File: config.mk
export PLATFORM = sky130hd
export DESIGN_NAME = step_dir_pulse_generator_unit
export DESIGN_NICKNAME = d
export VERILOG_FILES = /design/src/rtl/core/sdpg_pkg.sv /design/src/rtl/core/sdpg_engine.sv /design/src/rtl/core/step_dir_pulse_generator_unit.sv
export SDC_FILE = /design/constraint.sdc
export NUM_CORES = 1
export LEC_CHECK = 0
export BUFFER_PORTS_ARGS = -buffer_cell sky130_fd_sc_hd__buf_2
export CAP_MARGIN = 30
export CORE_ASPECT_RATIO = 0.5
export CORE_MARGIN = 1.5
export CORE_UTILIZATION = 25
export DETAILED_ROUTE_END_ITERATION = 8
export HOLD_SLACK_MARGIN = 0.03
export PLACE_DENSITY = 0.4
export SLEW_MARGIN = 20
export SYNTH_ARGS = -nofsm -noshare
export SYNTH_HDL_FRONTEND = slang
export SYNTH_SLANG_ARGS = --single-unit
File: constraint.sdc
create_clock -name aclk -period 2.7 [get_ports aclk]
set_input_delay 0.54 -clock aclk [delete_from_list [all_inputs] [get_ports aclk]]
set_output_delay 0.54 -clock aclk [all_outputs]
set_load 0.05 [all_outputs]
File: src/rtl/core/sdpg_pkg.sv
// Shared types and constants for the step/direction pulse generator.
// Used by sdpg_engine and step_dir_pulse_generator_unit; no dependencies.
package sdpg_pkg;

    // Pin groups and masks are five bits wide at the ports
    localparam int PIN_BITS      = 5;
    localparam int CFG_IDX_BITS  = 3;
    localparam int CFG_DATA_BITS = 16;

    // Configuration register indexes
    localparam logic [CFG_IDX_BITS-1:0] CFG_STEP_INVERT    = 3'd0;
    localparam logic [CFG_IDX_BITS-1:0] CFG_DIR_INVERT     = 3'd1;
    localparam logic [CFG_IDX_BITS-1:0] CFG_PULSE_WIDTH    = 3'd2;
    localparam logic [CFG_IDX_BITS-1:0] CFG_DIR_STEP_DELAY = 3'd3;
    localparam logic [CFG_IDX_BITS-1:0] CFG_DELAY_ENABLE   = 3'd4;

    // Reset values of the timing registers
    localparam logic [CFG_DATA_BITS-1:0] PULSE_WIDTH_RESET    = 16'd2;
    localparam logic [CFG_DATA_BITS-1:0] DIR_STEP_DELAY_RESET = 16'd2;

    typedef logic [PIN_BITS-1:0] pins_t;

    // Operation codes; code 3 is unused and ignored
    typedef enum logic [1:0] {
        OP_TICK = 2'd0,
        OP_STEP = 2'd1,
        OP_IDLE = 2'd2
    } op_t;

    typedef struct packed {
        op_t   operation;
        pins_t step_bits;
        pins_t dir_bits;
        logic  dir_turned;
    } sdpg_in_t;

    typedef struct packed {
        pins_t step_pins;
        pins_t dir_pin_lvl;
        logic  busy_res;
    } sdpg_out_t;

    typedef struct packed {
        pins_t                    step_inv_mask;
        pins_t                    dir_inv_mask;
        logic [CFG_DATA_BITS-1:0] pulse_width;
        logic [CFG_DATA_BITS-1:0] dir_step_delay;
        logic                     delay_enable;
    } sdpg_cfg_t;

endpackage

File: src/rtl/core/sdpg_engine.sv
// Pin and countdown state of the pulse generator, and the update for one transaction.
// Depends on sdpg_pkg.
module sdpg_engine #(
    parameter int AXES       = 5,
    parameter int COUNT_BITS = 16
) (
    input  logic                aclk,
    input  logic                aresetn,
    input  logic                apply,
    input  sdpg_pkg::sdpg_cfg_t cfg,
    input  sdpg_pkg::sdpg_in_t  item,
    output sdpg_pkg::sdpg_out_t result
);
    import sdpg_pkg::*;

    // Axes beyond AXES are always driven low
    localparam pins_t AXIS_MASK = PIN_BITS'((64'd1 << AXES) - 64'd1);

    typedef logic [COUNT_BITS-1:0] count_t;

    pins_t  step_level_reg, step_level_next;
    pins_t  dir_level_reg, dir_level_next;
    pins_t  pending_reg, pending_next;
    count_t count_reg, count_next;
    logic   running_reg, running_next;

    count_t pulse_load;
    count_t delay_load;

    assign pulse_load = COUNT_BITS'(cfg.pulse_width);
    assign delay_load = COUNT_BITS'(cfg.dir_step_delay);

    // Apply one operation to the current state
    always_comb begin
        step_level_next = step_level_reg;
        dir_level_next  = dir_level_reg;
        pending_next    = pending_reg;
        count_next      = count_reg;
        running_next    = running_reg;
        unique case (item.operation)
            OP_TICK: begin
                if (running_reg) begin
                    if (count_reg > count_t'(1)) begin
                        count_next = count_reg - count_t'(1);
                    end else if (pending_reg != '0) begin
                        // delay over: fire the held steps and time their pulse
                        step_level_next = (pending_reg ^ cfg.step_inv_mask) & AXIS_MASK;
                        pending_next    = '0;
                        count_next      = pulse_load;
                    end else begin
                        // pulse over: return step pins to idle
                        step_level_next = cfg.step_inv_mask & AXIS_MASK;
                        count_next      = '0;
                        running_next    = 1'b0;
                    end
                end
            end
            OP_STEP: begin
                if (item.dir_turned) begin
                    dir_level_next = (item.dir_bits ^ cfg.dir_inv_mask) & AXIS_MASK;
                end
                if (item.dir_turned && cfg.delay_enable) begin
                    // hold the steps until the direction has settled
                    if (item.step_bits != '0) begin
                        pending_next = item.step_bits & AXIS_MASK;
                        if (!running_reg) begin
                            count_next   = delay_load;
                            running_next = 1'b1;
                        end
                    end
                end else if (item.step_bits != '0) begin
                    step_level_next = (item.step_bits ^ cfg.step_inv_mask) & AXIS_MASK;
                    if (!running_reg) begin
                        count_next   = pulse_load;
                        running_next = 1'b1;
                    end
                end
            end
            OP_IDLE: begin
                step_level_next = cfg.step_inv_mask & AXIS_MASK;
                dir_level_next  = cfg.dir_inv_mask & AXIS_MASK;
            end
            default: begin
            end
        endcase
    end

    // Hold state; advance only on an applied transaction
    always_ff @(posedge aclk) begin
        if (!aresetn) begin
            step_level_reg <= '0;
            dir_level_reg  <= '0;
            pending_reg    <= '0;
            count_reg      <= '0;
            running_reg    <= 1'b0;
        end else if (apply) begin
            step_level_reg <= step_level_next;
            dir_level_reg  <= dir_level_next;
            pending_reg    <= pending_next;
            count_reg      <= count_next;
            running_reg    <= running_next;
        end
    end

    // Report the state after the operation
    assign result.step_pins   = step_level_next;
    assign result.dir_pin_lvl = dir_level_next;
    assign result.busy_res    = running_next;

endmodule

File: src/rtl/core/step_dir_pulse_generator_unit.sv
// Top level of the step/direction pulse generator: input and result registers,
// configuration registers. Depends on sdpg_pkg and sdpg_engine.
//
// Usage:
//   s_valid/s_ready/s_data carry transactions: tick, step command or go idle.
//   m_valid/m_ready/m_data return one result per transaction: step pin levels,
//   direction pin levels and the busy flag after that transaction is applied.
//   cfg_wr_en/cfg_wr_index/cfg_wr_data write the inversion masks, pulse width,
//   direction-to-step delay and delay enable; write only while the block is idle.
// Path: the input register takes the transaction, then the result register loads
//   the engine's result when it is empty or its result is being taken, and
//   m_valid rises with that load.
// Throughput: one transaction per cycle while m_ready is high; the state update
//   is a single pass of logic between the input and result registers.
// Reset: pins, pending steps and countdown clear; inversion masks clear,
//   pulse width and delay return to two ticks, delayed mode off.
// Stall: while m_ready is low the result holds; the input register still takes
//   one more transaction, after which s_ready drops until the result is taken.
module step_dir_pulse_generator_unit #(
    parameter int AXES       = 5,
    parameter int COUNT_BITS = 16
) (
    input  logic                                  aclk,
    input  logic                                  aresetn,
    input  logic                                  s_valid,
    output logic                                  s_ready,
    input  sdpg_pkg::sdpg_in_t                    s_data,
    output logic                                  m_valid,
    input  logic                                  m_ready,
    output sdpg_pkg::sdpg_out_t                   m_data,
    input  logic                                  cfg_wr_en,
    input  logic [sdpg_pkg::CFG_IDX_BITS-1:0]     cfg_wr_index,
    input  logic [sdpg_pkg::CFG_DATA_BITS-1:0]    cfg_wr_data
);
    import sdpg_pkg::*;

    sdpg_cfg_t cfg_reg;
    sdpg_in_t  in_data_reg;
    logic      in_valid_reg;
    sdpg_out_t out_data_reg;
    logic      out_valid_reg;
    sdpg_out_t result;
    logic      advance;

    // Move a transaction from the input register into the result register
    assign advance = in_valid_reg && (!out_valid_reg || m_ready);
    assign s_ready = !in_valid_reg || advance;

    // Configuration registers
    always_ff @(posedge aclk) begin
        if (!aresetn) begin
            cfg_reg.step_inv_mask  <= '0;
            cfg_reg.dir_inv_mask   <= '0;
            cfg_reg.pulse_width    <= PULSE_WIDTH_RESET;
            cfg_reg.dir_step_delay <= DIR_STEP_DELAY_RESET;
            cfg_reg.delay_enable   <= 1'b0;
        end else if (cfg_wr_en) begin
            unique case (cfg_wr_index)
                CFG_STEP_INVERT:    cfg_reg.step_inv_mask  <= cfg_wr_data[PIN_BITS-1:0];
                CFG_DIR_INVERT:     cfg_reg.dir_inv_mask   <= cfg_wr_data[PIN_BITS-1:0];
                CFG_PULSE_WIDTH:    cfg_reg.pulse_width    <= cfg_wr_data;
                CFG_DIR_STEP_DELAY: cfg_reg.dir_step_delay <= cfg_wr_data;
                CFG_DELAY_ENABLE:   cfg_reg.delay_enable   <= cfg_wr_data[0];
                default: begin
                end
            endcase
        end
    end

    // Input register
    always_ff @(posedge aclk) begin
        if (!aresetn) begin
            in_valid_reg <= 1'b0;
        end else if (s_ready) begin
            in_valid_reg <= s_valid;
        end
    end

    always_ff @(posedge aclk) begin
        if (s_ready && s_valid) begin
            in_data_reg <= s_data;
        end
    end

    sdpg_engine #(
        .AXES       (AXES),
        .COUNT_BITS (COUNT_BITS)
    ) u_engine (
        .aclk    (aclk),
        .aresetn (aresetn),
        .apply   (advance),
        .cfg     (cfg_reg),
        .item    (in_data_reg),
        .result  (result)
    );

    // Result register: load on advance, drop valid once taken
    always_ff @(posedge aclk) begin
        if (!aresetn) begin
            out_valid_reg <= 1'b0;
        end else if (advance) begin
            out_valid_reg <= 1'b1;
        end else if (m_ready) begin
            out_valid_reg <= 1'b0;
        end
    end

    always_ff @(posedge aclk) begin
        if (advance) begin
            out_data_reg <= result;
        end
    end

    assign m_valid = out_valid_reg;
    assign m_data  = out_data_reg;

endmodule
==> results.json <==
{
  "synth_area_um2": 5336,
  "pwr-share-clk_pct": 37.7,
  "synthCells": 632,
  "route.detailed.drc": 0,
  "fin_skew_ns": 0.007174,
  "finalWorstSetupSlack_ns": 0.1771,
  "cp.depth": 5,
  "die_h_um": 106.3,
  "grtUsageTotal_pct": 16.16,
  "fp.coreArea_um2": 20740,
  "slowest_stage": "or4_1",
  "area_growth_pct": 17.54,
  "end_kind": "flop",
  "critical_path_class": "flop to flop",
  "slew_violations": 0,
  "reg2reg_to": "m_data[10]",
  "synth_warnings": 0,
  "via_count": 4855,
  "viasPerCell": 5.063,
  "gp_congestion": 0.8440,
  "clock.fmax_ghz": 0.3964,
  "dieArea_um2": 22280,
  "first_pass_iters": 5,
  "syn_area_per_cell_um2": 8.444,
  "crit_chain": "or4_1 -> o211ai_1 -> a31oi_1 -> a2111oi_0 -> nor3_1",
  "clk_pin_slew_worst_paths_ns": 0.08,
  "critPathArrivalTime_ns": 2.61,
  "tightest_slew_ns": 0.7119,
  "grt_pass1_vias": 4750,
  "vdd_drop_max_mv": 0.3082,
  "dp_hpwl_um": 12590,
  "clkLatencyLatePin_ns": 0.36,
  "largest_reg_flops": 43,
  "drt_wl_total_um": 17440,
  "maxCapViolCount": 0,
  "diodes": 0,
  "synth_edf_count": 24,
  "grt_pass1_wl_um": 27630,
  "slew_headroom_pct": 52.54,
  "row_count": 37,
  "initial_core_util_pct": 25.73,
  "switching_power_uw": 1025,
  "seq_power_share_pct": 47.1,
  "fin_crit_ns": 2.523,
  "crit_path_max_incr_delay_ns": 0.73,
  "synthesis.nets": 675,
  "post_cts_resized": 0,
  "cts.path.max_buffers": 2,
  "switching_share_pct": 29.31,
  "reg2reg_slack_ns": 0.18,
  "cp-endpoint": "m_data[10]",
  "cts_htree_levels": 3,
  "startpoint": "in_data_reg[6]",
  "overflow": 0,
  "finalCritPeriodShare_pct": 93.44,
  "p_comb_share_pct": 15.2,
  "drt-wirelength-per-cell_um": 18.18,
  "start_kind": "flop",
  "ys_types": 61,
  "cts.sinks": 101,
  "fp.dieW_um": 209.6,
  "layout.nets": 724,
  "run_status": "completed",
  "required_ns": 2.79,
  "powerDensity_nw_per_um2": 557.6,
  "rsz0062_at_grt": "no",
  "reg2regPathDepth": 5,
  "finalSetupViolCount": 0,
  "grt_max_degree": 47,
  "drive_gt1_share_pct": 16.47,
  "r2r_start": "in_data_reg[6]",
  "p_leak_uw": 0.002305,
  "min_path_type": "primary input to flop",
  "hold_buffers": 0,
  "synth_flop_cell": "dfxtp_1",
  "seq_area_frac_synth_pct": 42.39,
  "ant_nets": 0,
  "intPower_uw": 2472,
  "cp_top_family": "compound AO/OA/AOI/OAI gates",
  "cts_tree": "yes",
  "worstPathMaxFanout": 8,
  "cts-root-buf": "clkbuf_16",
  "numCtsBuffers": 9,
  "io_pins": 50,
  "crit_buf_inv": 0,
  "portBuffers": 49,
  "hold_violations": 0,
  "nFillCells": 2236,
  "drt_iter0_drc": 381,
  "synth_seq_cells": 101,
  "synth-async-reset-ratio_pct": 0,
  "grt_antenna_before_repair": 0,
  "tns_ns": 0,
  "post_cts_buffers": 0,
  "pre_cts_ws_ns": 0.1852
}
## cell usage after synthesis, types with 12 or more instances
cell type | count | area share (%)
a21oi_1 | 57 | 5.3
o21ai_0 | 25 | 2.3
nor2_1 | 36 | 2.5
mux2i_1 | 24 | 4.5
a2111oi_0 | 17 | 2.8
nand3_1 | 29 | 2.7
nand2_1 | 119 | 8.4
nor3_1 | 20 | 1.9
inv_1 | 18 | 1.3
edfxtp_1 | 24 | 14
clkbuf_1 | 35 | 2.5
xor2_1 | 15 | 2.5
o211ai_1 | 12 | 1.7
dfxtp_1 | 77 | 29
## through the flow
stage	hold slack [ns]	power (µW)	instances	cell area, µm²	utilization [%]
after floorplan	0.4321	2005	632	5336	-
after global placement	0.4423	2212	943	5977	28.82
after detailed placement	0.4515	2209	943	5977	28.82
after CTS	0.3388	3552	959	6272	30.24
after global routing	0.3391	3661	959	6272	30.24
final	0.3538	3497	959	6272	30.24
## power groups by stage
stage | Clock (µW) | Combinational [µW] | Sequential, µW
floorplan | 0 | 310 | 1700
global placement | 0 | 529 | 1680
detailed placement | 0 | 527 | 1680
CTS | 1370 | 530 | 1650
global route | 1420 | 584 | 1660
finish | 1320 | 531 | 1650
## cell type report
type / count / area [µm²] / area share [%]
clock buffers: 10 / 250.2 / 3.990
repair buffers: 78 / 462.9 / 7.381
inverters: 18 / 67.56 / 1.077
flip-flops and latches: 101 / 2262 / 36.07
multi-input cells: 473 / 2843 / 45.32
clock inverters: 6 / 45.04 / 0.7181
well taps: 273 / 341.6 / 5.446
## worst min path at each step
stage,endpoint,startpoint,cells after the start
6_report,in_data_reg[5],s_data[5],1
5_1_grt,in_data_reg[9],s_data[9],1
4_1_cts,in_data_reg[5],s_data[5],1
3_5_place_dp,cfg_reg[5],cfg_reg[5],2
3_3_place_gp,cfg_reg[5],cfg_reg[5],2
2_1_floorplan,cfg_reg[8],cfg_reg[8],2
## cell usage in the layout (no fill, tap or decap), types with 3 or more instances in the layout
cell	synthesis	routed
and3_1	5	5
ha_1	6	6
nor3_1	20	20
o41a_1	5	5
a31oi_1	8	8
mux2_2	5	5
xor2_1	15	15
or3_1	4	4
nand4_1	5	5
a221oi_1	5	5
o21ai_0	25	25
o211ai_1	12	12
o22ai_1	3	3
nor2b_1	8	8
buf_2	2	49
a211oi_1	7	7
buf_4	1	29
o21ba_2	6	6
or4_1	5	5
a2111oi_0	17	17
and2_1	4	4
nand2_1	119	119
nand3_1	29	29
clkbuf_16	0	10
a21oi_1	57	57
inv_1	18	18
nor4_1	5	5
mux2i_1	24	24
edfxtp_1	24	24
dfxtp_1	77	77
a22o_1	5	5
nor2_1	36	36
## per-layer routing
metal / global-route usage (%) / vias to the layer above / part of all wire, %
met5: 0 / - / 0
met4: 3.289 / 0 / 0.88
met3: 3.309 / 12 / 4.9
met2: 24.04 / 117 / 43
met1: 23.89 / 2324 / 52
li1: - / 2402 / -
## logic make-up after synthesis
kind of cell | Yosys count | share of synthesized area, %
compound gates | 169 | 21.50
buf+inv | 58 | 4.338
xor+xnor | 16 | 2.626
fa+ha+maj | 6 | 1.407
mux | 29 | 5.557
flops | 101 | 42.39
simple gates | 253 | 22.18
Power figures use the tool's default switching activity.
